File: src/rtl/hmtp_pkg.sv
package hmtp_pkg;

  // default sizes of the saturating position counters
  localparam int unsigned DEF_MAX_COLUMNS = 1024;
  localparam int unsigned DEF_MAX_ROWS    = 1024;

  // reset value of the default color register
  localparam logic [31:0] DEF_COLOR = 32'h00FF_FFFF;

  // fixed field widths
  localparam int unsigned BYTE_W  = 8;
  localparam int unsigned POS_W   = 10;
  localparam int unsigned INDEX_W = 20;
  localparam int unsigned VAL_W   = 32;

  // characters the parser reacts to
  localparam logic [7:0] CH_SPACE   = 8'h20;
  localparam logic [7:0] CH_NEWLINE = 8'h0A;
  localparam logic [7:0] CH_COMMA   = 8'h2C;
  localparam logic [7:0] CH_MINUS   = 8'h2D;
  localparam logic [7:0] CH_ZERO    = 8'h30;
  localparam logic [7:0] CH_NINE    = 8'h39;
  localparam logic [7:0] CH_LOW_A   = 8'h61;
  localparam logic [7:0] CH_LOW_F   = 8'h66;
  localparam logic [7:0] CH_UP_A    = 8'h41;
  localparam logic [7:0] CH_UP_F    = 8'h46;
  localparam logic [7:0] CH_LOW_X   = 8'h78;

  // token parse modes
  typedef enum logic [2:0] {
    MODE_IDLE   = 3'd0,
    MODE_SIGN   = 3'd1,
    MODE_HEIGHT = 3'd2,
    MODE_COMMA  = 3'd3,
    MODE_ZERO   = 3'd4,
    MODE_HEX    = 3'd5,
    MODE_BAD    = 3'd6
  } mode_t;

  // hex digit decode result
  typedef struct packed {
    logic       ok;
    logic [3:0] val;
  } hex_t;

  function automatic hex_t hex_digit(input logic [7:0] c);
    hex_t h;
    h.ok  = 1'b0;
    h.val = c[3:0];
    if (c >= CH_ZERO && c <= CH_NINE) begin
      h.ok = 1'b1;
    end else if ((c >= CH_LOW_A && c <= CH_LOW_F) || (c >= CH_UP_A && c <= CH_UP_F)) begin
      h.ok  = 1'b1;
      h.val = 4'(c[3:0] + 4'd9);
    end
    return h;
  endfunction

endpackage

File: src/rtl/height_map_token_parser_core.sv
// Height-map token parser core.
// The input channel (in_valid / in_stall) takes one character of map text per
// transaction, with in_end_of_input marking the last byte of the file. Tokens
// are a signed decimal height, optionally followed by ",", an optional "0x"
// and hex color digits; a space, newline or end of input closes a token and
// yields one result transaction on out_valid / out_stall carrying column, row,
// point index, height, color and a format error flag.
// The cfg port writes the default color used for tokens without a color part;
// cfg_ready is always high. The user must make writes only while the block
// is idle; the block does not enforce this. A byte passes the input register,
// then the parse step into the result register. One byte is taken every
// cycle while in_stall is low; the limit is the update of the token state
// (multiply by ten plus digit, then negate) feeding the result register.
// When the receiver stalls, the result register holds its transaction, the
// parse step waits and in_stall rises once the input register is also full.
// Synchronous active-low reset clears the parse state, position counters and
// both valid flags, and sets the default color to 0x00FFFFFF.
module height_map_token_parser_core
  import hmtp_pkg::*;
#(
  parameter int unsigned MAX_COLUMNS = DEF_MAX_COLUMNS,
  parameter int unsigned MAX_ROWS    = DEF_MAX_ROWS
) (
  input  logic                     clk,
  input  logic                     rst_n,
  // input channel
  input  logic                     in_valid,
  output logic                     in_stall,
  input  logic [BYTE_W-1:0]        in_text_byte,
  input  logic                     in_end_of_input,
  // result channel
  output logic                     out_valid,
  input  logic                     out_stall,
  output logic [POS_W-1:0]         out_column,
  output logic [POS_W-1:0]         out_row,
  output logic [INDEX_W-1:0]       out_point_index,
  output logic signed [VAL_W-1:0]  out_height,
  output logic [VAL_W-1:0]         out_color,
  output logic                     out_format_error,
  // configuration
  input  logic                     cfg_valid,
  output logic                     cfg_ready,
  input  logic [VAL_W-1:0]         cfg_default_color
);

  localparam int unsigned COL_W = $clog2(MAX_COLUMNS);
  localparam int unsigned ROW_W = $clog2(MAX_ROWS);
  localparam logic [COL_W-1:0] COL_LAST = COL_W'(MAX_COLUMNS - 1);
  localparam logic [ROW_W-1:0] ROW_LAST = ROW_W'(MAX_ROWS - 1);

  // input register
  logic              s1_valid_r, s1_valid_nxt;
  logic [BYTE_W-1:0] s1_byte_r;
  logic              s1_eoi_r;

  // token and position state
  mode_t               mode_r, mode_nxt;
  logic [VAL_W-1:0]    hacc_r, hacc_nxt;
  logic                neg_r, neg_nxt;
  logic [VAL_W-1:0]    cacc_r, cacc_nxt;
  logic                has_color_r, has_color_nxt;
  logic [COL_W-1:0]    col_r, col_nxt;
  logic [ROW_W-1:0]    row_r, row_nxt;
  logic [INDEX_W-1:0]  point_r, point_nxt;
  logic [VAL_W-1:0]    dcolor_r;

  // result register
  logic                out_valid_r, out_valid_nxt;
  logic [COL_W-1:0]    ocol_r;
  logic [ROW_W-1:0]    orow_r;
  logic [INDEX_W-1:0]  opoint_r;
  logic [VAL_W-1:0]    oheight_r;
  logic [VAL_W-1:0]    ocolor_r;
  logic                oerr_r;

  // step control
  logic                in_accept;
  logic                advance;
  logic                step;
  logic                emit;
  logic                delim;
  logic                is_dec;
  logic                is_newline;
  hex_t                hx;
  mode_t               mode_step;
  logic [VAL_W-1:0]    hacc_step;
  logic [VAL_W-1:0]    cacc_step;
  logic                neg_step;
  logic                has_color_step;
  logic [VAL_W-1:0]    height_val;
  logic [COL_W+POS_W-1:0] col_ext;
  logic [ROW_W+POS_W-1:0] row_ext;

  // handshakes
  assign advance   = !out_valid_r || !out_stall;
  assign step      = s1_valid_r && advance;
  assign in_stall  = s1_valid_r && !advance;
  assign in_accept = in_valid && !in_stall;
  assign cfg_ready = 1'b1;

  // character classes
  assign is_newline = (s1_byte_r == CH_NEWLINE);
  assign delim      = (s1_byte_r == CH_SPACE) || is_newline;
  assign is_dec     = (s1_byte_r >= CH_ZERO) && (s1_byte_r <= CH_NINE);
  assign hx         = hex_digit(s1_byte_r);

  // token mode update for one character
  always_comb begin
    mode_step      = mode_r;
    hacc_step      = hacc_r;
    cacc_step      = cacc_r;
    neg_step       = neg_r;
    has_color_step = has_color_r;
    if (!delim) begin
      case (mode_r)
        MODE_IDLE: begin
          if (s1_byte_r == CH_MINUS) begin
            neg_step  = 1'b1;
            mode_step = MODE_SIGN;
          end else if (is_dec) begin
            hacc_step = VAL_W'(s1_byte_r[3:0]);
            mode_step = MODE_HEIGHT;
          end else begin
            mode_step = MODE_BAD;
          end
        end
        MODE_SIGN, MODE_HEIGHT: begin
          if (is_dec) begin
            hacc_step = (hacc_r << 3) + (hacc_r << 1) + VAL_W'(s1_byte_r[3:0]);
            mode_step = MODE_HEIGHT;
          end else if (s1_byte_r == CH_COMMA && mode_r == MODE_HEIGHT) begin
            has_color_step = 1'b1;
            cacc_step      = '0;
            mode_step      = MODE_COMMA;
          end else begin
            mode_step = MODE_BAD;
          end
        end
        MODE_COMMA: begin
          if (s1_byte_r == CH_ZERO) begin
            mode_step = MODE_ZERO;
          end else if (hx.ok) begin
            cacc_step = {cacc_r[VAL_W-5:0], hx.val};
            mode_step = MODE_HEX;
          end else begin
            mode_step = MODE_BAD;
          end
        end
        MODE_ZERO: begin
          if (s1_byte_r == CH_LOW_X) begin
            mode_step = MODE_HEX;
          end else if (hx.ok) begin
            cacc_step = {cacc_r[VAL_W-5:0], hx.val};
            mode_step = MODE_HEX;
          end else begin
            mode_step = MODE_BAD;
          end
        end
        MODE_HEX: begin
          if (hx.ok) begin
            cacc_step = {cacc_r[VAL_W-5:0], hx.val};
          end else begin
            mode_step = MODE_BAD;
          end
        end
        default: begin
          mode_step = MODE_BAD;
        end
      endcase
    end
  end

  // token close, counters and next state
  assign emit       = (delim || s1_eoi_r) && (mode_step != MODE_IDLE);
  assign height_val = neg_step ? (VAL_W'(0) - hacc_step) : hacc_step;

  always_comb begin
    mode_nxt      = mode_r;
    hacc_nxt      = hacc_r;
    neg_nxt       = neg_r;
    cacc_nxt      = cacc_r;
    has_color_nxt = has_color_r;
    col_nxt       = col_r;
    row_nxt       = row_r;
    point_nxt     = point_r;
    if (step) begin
      mode_nxt      = mode_step;
      hacc_nxt      = hacc_step;
      neg_nxt       = neg_step;
      cacc_nxt      = cacc_step;
      has_color_nxt = has_color_step;
      if (emit) begin
        mode_nxt      = MODE_IDLE;
        hacc_nxt      = '0;
        neg_nxt       = 1'b0;
        cacc_nxt      = '0;
        has_color_nxt = 1'b0;
        point_nxt     = point_r + 1'b1;
        if (col_r < COL_LAST) begin
          col_nxt = col_r + 1'b1;
        end
      end
      if (is_newline) begin
        col_nxt = '0;
        if (row_r < ROW_LAST) begin
          row_nxt = row_r + 1'b1;
        end
      end
    end
  end

  // valid flags
  always_comb begin
    s1_valid_nxt = s1_valid_r;
    if (in_accept) begin
      s1_valid_nxt = 1'b1;
    end else if (step) begin
      s1_valid_nxt = 1'b0;
    end
    out_valid_nxt = out_valid_r;
    if (step && emit) begin
      out_valid_nxt = 1'b1;
    end else if (out_valid_r && !out_stall) begin
      out_valid_nxt = 1'b0;
    end
  end

  // control state
  always_ff @(posedge clk) begin
    if (!rst_n) begin
      s1_valid_r  <= 1'b0;
      out_valid_r <= 1'b0;
      mode_r      <= MODE_IDLE;
      hacc_r      <= '0;
      neg_r       <= 1'b0;
      cacc_r      <= '0;
      has_color_r <= 1'b0;
      col_r       <= '0;
      row_r       <= '0;
      point_r     <= '0;
      dcolor_r    <= DEF_COLOR;
    end else begin
      s1_valid_r  <= s1_valid_nxt;
      out_valid_r <= out_valid_nxt;
      mode_r      <= mode_nxt;
      hacc_r      <= hacc_nxt;
      neg_r       <= neg_nxt;
      cacc_r      <= cacc_nxt;
      has_color_r <= has_color_nxt;
      col_r       <= col_nxt;
      row_r       <= row_nxt;
      point_r     <= point_nxt;
      if (cfg_valid && cfg_ready) begin
        dcolor_r <= cfg_default_color;
      end
    end
  end

  // input and result payload registers
  always_ff @(posedge clk) begin
    if (in_accept) begin
      s1_byte_r <= in_text_byte;
      s1_eoi_r  <= in_end_of_input;
    end
    if (step && emit) begin
      ocol_r    <= col_r;
      orow_r    <= row_r;
      opoint_r  <= point_r;
      oheight_r <= height_val;
      ocolor_r  <= has_color_step ? cacc_step : dcolor_r;
      oerr_r    <= (mode_step == MODE_BAD) || (mode_step == MODE_SIGN);
    end
  end

  // result ports, positions masked to the field width
  assign col_ext          = {{POS_W{1'b0}}, ocol_r};
  assign row_ext          = {{POS_W{1'b0}}, orow_r};
  assign out_valid        = out_valid_r;
  assign out_column       = col_ext[POS_W-1:0];
  assign out_row          = row_ext[POS_W-1:0];
  assign out_point_index  = opoint_r;
  assign out_height       = oheight_r;
  assign out_color        = ocolor_r;
  assign out_format_error = oerr_r;

  // checks
  a_reset_idle: assert property (@(posedge clk) !rst_n |=> mode_r == MODE_IDLE)
    else $error("parse mode not idle after reset");

  a_col_sat: assert property (@(posedge clk) disable iff (!rst_n) col_r <= COL_LAST)
    else $error("column counter beyond saturation");

  a_row_sat: assert property (@(posedge clk) disable iff (!rst_n) row_r <= ROW_LAST)
    else $error("row counter beyond saturation");

  a_point_step: assert property (@(posedge clk) disable iff (!rst_n)
      (step && emit) |=> point_r == $past(point_r) + 1'b1)
    else $error("point index did not advance with a result");

  a_sign_mode: assert property (@(posedge clk) disable iff (!rst_n)
      neg_r |-> mode_r != MODE_IDLE)
    else $error("sign held with no open token");

  a_stall_full: assert property (@(posedge clk) disable iff (!rst_n)
      in_stall |-> (s1_valid_r && out_valid_r))
    else $error("input stalled with room in the pipeline");

endmodule
File: config.mk
export PLATFORM = sky130hd
export DESIGN_NAME = height_map_token_parser_core
export DESIGN_NICKNAME = d
export VERILOG_FILES = /design/src/rtl/hmtp_pkg.sv /design/src/rtl/height_map_token_parser_core.sv
export SDC_FILE = /design/constraint.sdc
export NUM_CORES = 1
export LEC_CHECK = 0
export ABC_AREA = 1
export BUFFER_PORTS_ARGS = -buffer_cell sky130_fd_sc_hd__clkbuf_2
export CELL_PAD_IN_SITES_DETAIL_PLACEMENT = 1
export CELL_PAD_IN_SITES_GLOBAL_PLACEMENT = 1
export CORE_UTILIZATION = 47
export DETAILED_ROUTE_END_ITERATION = 10
export MAX_ROUTING_LAYER = met4
export PLACE_DENSITY = 0.82
export RECOVER_POWER = 100
export SETUP_SLACK_MARGIN = 0.05
export SYNTH_ARGS = -nofsm -noshare
export SYNTH_HDL_FRONTEND = slang
export SYNTH_SLANG_ARGS = --single-unit
export TNS_END_PERCENT = 100
File: constraint.sdc
create_clock -name clk -period 7.23 [get_ports clk]
set_clock_uncertainty 0.05 [all_clocks]
set_input_delay 0.3615 -clock clk [delete_from_list [all_inputs] [get_ports clk]]
set_output_delay 0.3615 -clock clk [all_outputs]
set_load 0.01 [all_outputs]
---- After elaboration in Yosys (flattened, before gate mapping) ----
Cells that the tools add are included.
W data, S select, Z words.
cells by class
  add/subtract/negate cells ............... 7
  eq/ne operators ......................... 13
  $lt $le $gt $ge ......................... 8
  mux-type cells .......................... 46
  reduce and logical (&&, ||, !) cells .... 29
operators with widths
  cell                     count
  $mux W32                 14
  $pmux W32 S4             1
  $pmux W32 S2             1
  $add A32 B32 Y32         1
  $add A32 B4 Y32          1
  $eq A8 B6 Y1 const B     4
  $sub A1 B32 Y32 const A  1
  $mux W10                 3
  $mux W3                  7
  $add A10 B1 Y10 const B  2
  $add A20 B1 Y20 const B  1
  $lt A10 B10 Y1 const B   2
  $ge A8 B7 Y1 const B     2
  $le A8 B7 Y1 const B     2
  $pmux W3 S5              1
  $mux W1                  14
  $logic_and A1 B1 Y1      10
  $eq A3 B3 Y1 const B     3
  $eq A8 B4 Y1 const B     1
  $eq A8 B7 Y1 const B     1
  $ge A8 B6 Y1 const B     1
  $le A8 B6 Y1 const B     1
  $reduce_bool A2 Y1       4
  $eq A3 B1 Y1 const B     2
  12 further kinds         23
storage, ports and cells
  input bits .............................. 46
  logic and storage cells ................. 122
  output and inout bits ................... 108
  bits in registers ....................... 257

---- Depth between registers and ports, before layout ----
  depth after elaboration ................. 13
  mapped depth ............................ 24
  gate-level depth less buffers ........... 24

---- Worst setup path after synthesis ----
OpenSTA, ideal clock, no wires.
  kind .................................... register -> register
  start ................................... reg s1_byte_r[1]
  end ..................................... reg ocolor_r[0] (netlist: out_color[0]), enable pin
  clock period less this slack ............ 3.627 ns
  setup time .............................. 0.419 ns
  slack ................................... 3.603 ns
  stages on the path, launching flop included .. 14
  buffers on the path ..................... 1
  data arrival time ....................... 3.158 ns
  data required time ...................... 6.761 ns
  path through ............................ edfxtp_1 -> inv_1 -> ha_1 -> inv_1 -> nor3_1 -> nand2_1 -> nand2_1 -> a21oi_1 -> nand4_1 -> o21ai_1 -> nand3_1 -> nand2_1 -> nor2_1 -> buf_2
on the way
  word-level cells in the longest chain between the ends .. 12
  elaborated cells between the ends (all ways) .. 34
  those cells by class .................... order compare (6); eq/ne (6); mux (12); reduce/logical (10)
ends and longest elaborated chain
  item                                                 RTL line                                                                  RTL
  start: declaration                                   height_map_token_parser_core.sv:53                                        logic [BYTE_W-1:0] s1_byte_r;
  start signal: assignment                             height_map_token_parser_core.sv:262                                       s1_byte_r <= in_text_byte;
  $ge A8 B7 Y1 / $le A8 B7 Y1 (equally long branches)  hmtp_pkg.sv:52                                                            end else if ((c >= CH_LOW_A && c <= CH_LOW_F) || (c >= CH_UP_A && c <= CH_UP_F)) begin
  $logic_and A1 B1 Y1                                  hmtp_pkg.sv:52
  $logic_or A1 B1 Y1                                   hmtp_pkg.sv:52
  $mux W5                                              hmtp_pkg.sv:52
  $mux W1                                              hmtp_pkg.sv:50                                                            if (c >= CH_ZERO && c <= CH_NINE) begin
  $mux W2                                              height_map_token_parser_core.sv:142, height_map_token_parser_core.sv:152
  $mux W2, on equally long branches                    height_map_token_parser_core.sv:150, height_map_token_parser_core.sv:140
  $pmux W3 S5                                          height_map_token_parser_core.sv:115                                       case (mode_r)
  $mux W3                                              height_map_token_parser_core.sv:114                                       if (!delim) begin
  $reduce_bool A3 Y1                                   height_map_token_parser_core.sv:174                                       assign emit = (delim || s1_eoi_r) && (mode_step != MODE_IDLE);
  $logic_and A1 B1 Y1 (*)                              height_map_token_parser_core.sv:174
  $logic_and A1 B1 Y1 (*)                              height_map_token_parser_core.sv:265                                       if (step && emit) begin
  end signal: assignment                               height_map_token_parser_core.sv:270                                       ocolor_r <= has_color_step ? cacc_step : dcolor_r;
  end: declaration                                     height_map_token_parser_core.sv:73                                        logic [VAL_W-1:0] ocolor_r;
Mark *: on every way between the ends. The rest lies on a longest branch, timed or not.
A chain may end at the register's enable or synchronous reset.

---- Worst setup path in the final report ----
  start ................................... reg s1_byte_r[0]
  end ..................................... reg ocolor_r[31] (netlist: out_color[31]), data pin
on the way
  word-level cells in the longest chain between the ends .. 10
  elaborated cells between the ends (all ways) .. 31
  those cells by class .................... order compare (6); eq/ne (5); mux (14); reduce/logical (6)
ends and longest elaborated chain
  item                                                 RTL line
  $ge A8 B7 Y1 / $le A8 B7 Y1 (equally long branches)  hmtp_pkg.sv:52
  $logic_and A1 B1 Y1                                  hmtp_pkg.sv:52
  $logic_or A1 B1 Y1                                   hmtp_pkg.sv:52
  $mux W5                                              hmtp_pkg.sv:52
  $mux W1                                              hmtp_pkg.sv:50
  $mux W32                                             height_map_token_parser_core.sv:142, height_map_token_parser_core.sv:152, height_map_token_parser_core.sv:160
  $mux W32, on equally long branches                   height_map_token_parser_core.sv:150, height_map_token_parser_core.sv:140
  $pmux W32 S4                                         height_map_token_parser_core.sv:115
  $mux W32                                             height_map_token_parser_core.sv:114
  $mux W32 (*)                                         height_map_token_parser_core.sv:270
Marks and branches as above.

==> impl_metrics.json <==
{
  "cts_buffers": 29,
  "pre_cts_slack_ns": 3.05,
  "multiInputGateArea_um2": 7250,
  "netlist_instances": 2044,
  "timing.final.setup_violations": 0,
  "nets": 2322,
  "criticalPathCategory": "flip-flop to flip-flop",
  "max_stage_delay_ns": 1.35,
  "grt_pass1_vias": 15500,
  "postRouteAntennaNets": 0,
  "dp_hpwl_um": 33900,
  "cts.repair.resized": 0,
  "synth.avg_cell_area_um2": 7.29,
  "worstPathCellList": "inv_1 -> ha_1 -> nor2_1 -> nor2_1 -> nand2_1 -> nand2_1 -> nor2_1 -> a211oi_4 -> clkbuf_1 -> o22ai_1 -> mux2_1",
  "drive_gt1_share_pct": 6.68,
  "synth_cell_types": 46,
  "power_density_nw_per_um2": 194,
  "utilization_pct": 55.4,
  "ff_latch_area_um2": 6290,
  "area_delta_synth_final_pct": 14.8,
  "core_um2": 30900,
  "fin_setup_tns_ns": 0,
  "grt_max_degree": 80,
  "antenna_found_initial": 0,
  "clk_pin_slew_ns": 0.06,
  "initial_utilization_pct": 48.2,
  "syn_area_um2": 14900,
  "cp_top_family": "simple AND/OR/NAND/NOR gates",
  "drc": 0,
  "drv_slew": 169,
  "required_ns": 7.47,
  "cp_common_cell": "nor2_1",
  "whs_ns": 0.0207,
  "vias_per_cell": 5.45,
  "drv_cap": 4,
  "synth.net_count": 2159,
  "num_rows": 64,
  "clock_sinks": 257,
  "synth_top_area_cell": "edfxtp_1",
  "clock_latency_ns": 0.56,
  "portBuffers": 152,
  "die_w_um": 180,
  "overflow": 0,
  "n_fill_cell": 4068,
  "synth_area_leaders": "edfxtp_1, dfxtp_1, nand2_1",
  "path_buf_inv": 2,
  "cts_tree": "yes",
  "yosysSeqAreaShare_pct": 42.2,
  "cts_root_buffer": "clkbuf_16",
  "htree_levels": 1,
  "drt_iter0_drc": 737,
  "period_minus_slack_ns": 5.40,
  "drt-pass1-iter-count": 5,
  "worst_pin_slew_ns": 1.88,
  "grt_setup_unrepaired": "false",
  "worstSetupEndpointType": "flip-flop",
  "wl_um": 48700,
  "status": "finished, violations left",
  "cp_max_fo": 51,
  "yosysWarningCount": 0,
  "grt_use_total_pct": 31.3,
  "wl_per_cell_um": 18.6,
  "max_freq_ghz": 0.185,
  "synth-seq-cells": 257,
  "failed_checks": "capacitance limit, slew limit",
  "io_pins": 154,
  "start_kind": "flip-flop",
  "grt_first_pass_wirelength_um": 80000,
  "finalWorstSetupSlack_ns": 1.83,
  "r2r_setup_slack_ns": 1.83,
  "p_leak_nw": 7.47,
  "num_vias": 14300,
  "max_slew_margin_pct": -25.6,
  "hp-class": "primary input to flip-flop",
  "die_area_um2": 32400,
  "synth_top_area_share_pct": 23.0,
  "n_antenna_cell": 0,
  "gp_congestion": 0.910,
  "cp_slowest_cell": "nand2_1",
  "final_hold_viol_count": 0,
  "ir_worst_vdd_mv": 0.213,
  "finalCritPeriodShare_pct": 74.7,
  "arrival_ns": 5.64,
  "die_y_um": 180,
  "cts_max_path_buffers": 3
}
-- layout make-up --
class                           count  share of cell area (%)
Clock buffer                       39                    4.81
Clock inverter                     15                   0.811
Inverter                          290                    6.36
Multi-Input combinational cell   1433                    42.4
Sequential cell                   257                    36.7
Tap cell                          396                    2.89
Timing Repair Buffer              196                    6.05
-- worst reg2reg max path: cells and delay by family (launching register included) --
kind | cells | cell delay, ns
mux | 1 | 0.49
simple gates | 5 | 1.93
compound gates | 2 | 0.65
flops | 1 | 0.46
fa+ha+maj | 1 | 0.20
buf+inv | 2 | 1.35
-- logic make-up (layout without fill, tap and decap cells) --
| logic type | after synthesis | count (layout) | share of synthesized area (%) |
|---|---|---|---|
| muxes | 32 | 32 | 2.42 |
| DFF | 257 | 257 | 42.2 |
| adders and majority gates | 69 | 69 | 5.89 |
| AOI/OAI and AO/OA | 240 | 240 | 8.68 |
| xor gates and xnor gates | 46 | 46 | 2.70 |
| buffers and inverters | 354 | 540 | 9.18 |
| other | 1 | 1 | 0.0252 |
| and+or+nand+nor | 1045 | 1045 | 28.9 |
-- layer usage --
metal / vias to the layer above / GRT usage [%] / part of all wire [%]
met1: 7014 / 34.6 / 41
met3: 102 / 3.13 / 3.0
met2: 287 / 58.9 / 53
met5: - / - / 0
li1: 6914 / - / -
met4: 0 / 9.57 / 3.0
-- timing repair --
action,CTS,global route
hold endpoints to repair,34,0
hold buffers,34,0
setup buffers,0,0
-- cell usage in the layout, fill, tap and decap left out, types with 29 or more instances in the layout --
cell and count:
a21oi_1 131, clkbuf_1 114, clkbuf_16 29, clkbuf_2 43, dfxtp_1 143, dlygate4sd3_1 34
edfxtp_1 114, ha_1 67, inv_1 284, nand2_1 632, nand3_1 122, nand4_1 36
nor2_1 200, o21ai_0 54, o22ai_1 30, xor2_1 30
-- where the power goes --
part / switching (mW) / internal, mW
combinational: 0.183 / 0.0791
clock: 0.645 / 0.845
sequential: 0.0198 / 1.55
total: 0.848 / 2.48
-- stage by stage --
step | std cells | total power, mW | instance area [µm²]
2_1_floorplan | 2044 | 1.76 | 14900
3_3_place_gp | 2538 | 1.84 | 16000
3_5_place_dp | 2538 | 1.85 | 16000
4_1_cts | 2626 | 3.33 | 17300
5_1_grt | 2626 | 3.42 | 17100
6_report | 2626 | 3.32 | 17100
-- cells in the mapped netlist (all sizes together) --
library cell  count
o2111ai           3
dfxtp           143
o211ai            1
o31ai             1
a221oi            1
nand2           633
xnor2            16
xor2             30
a21o              4
nor3b             1
nor3             28
o21bai            1
edfxtp          114
and2              2
nor2            206
a31oi             3
o22ai            30
a211oi            3
mux2             32
conb              1
nand3b            3
nand4            36
clkbuf           35
ha               67
o21ai            60
fa                2
and3              2
buf              29
or2               2
nand3           125
inv             290
a21oi           133
nor4              7
-- sequential cells by signal, indices dropped and copies added, names as in the netlist --
register,flops
cacc_r,32
col_r,10
dcolor_r,32
hacc_r,32
has_color_r,1
mode_r,3
neg_r,1
out_color,32
out_column,10
out_format_error,1
out_height,32
out_point_index,20
out_row,10
out_valid,1
point_r,20
row_r,10
s1_byte_r,8
s1_eoi_r,1
s1_valid_r,1
-- final timing paths --
check,start,to,cells past startpoint
hold reg to reg,dcolor_r[14],dcolor_r[14],2
hold / removal,cfg_default_color[24],dcolor_r[24],3
setup / recovery,s1_byte_r[0],out_color[31],11
setup reg to reg,s1_byte_r[0],out_color[31],11
Power figures use the tool's default switching activity.
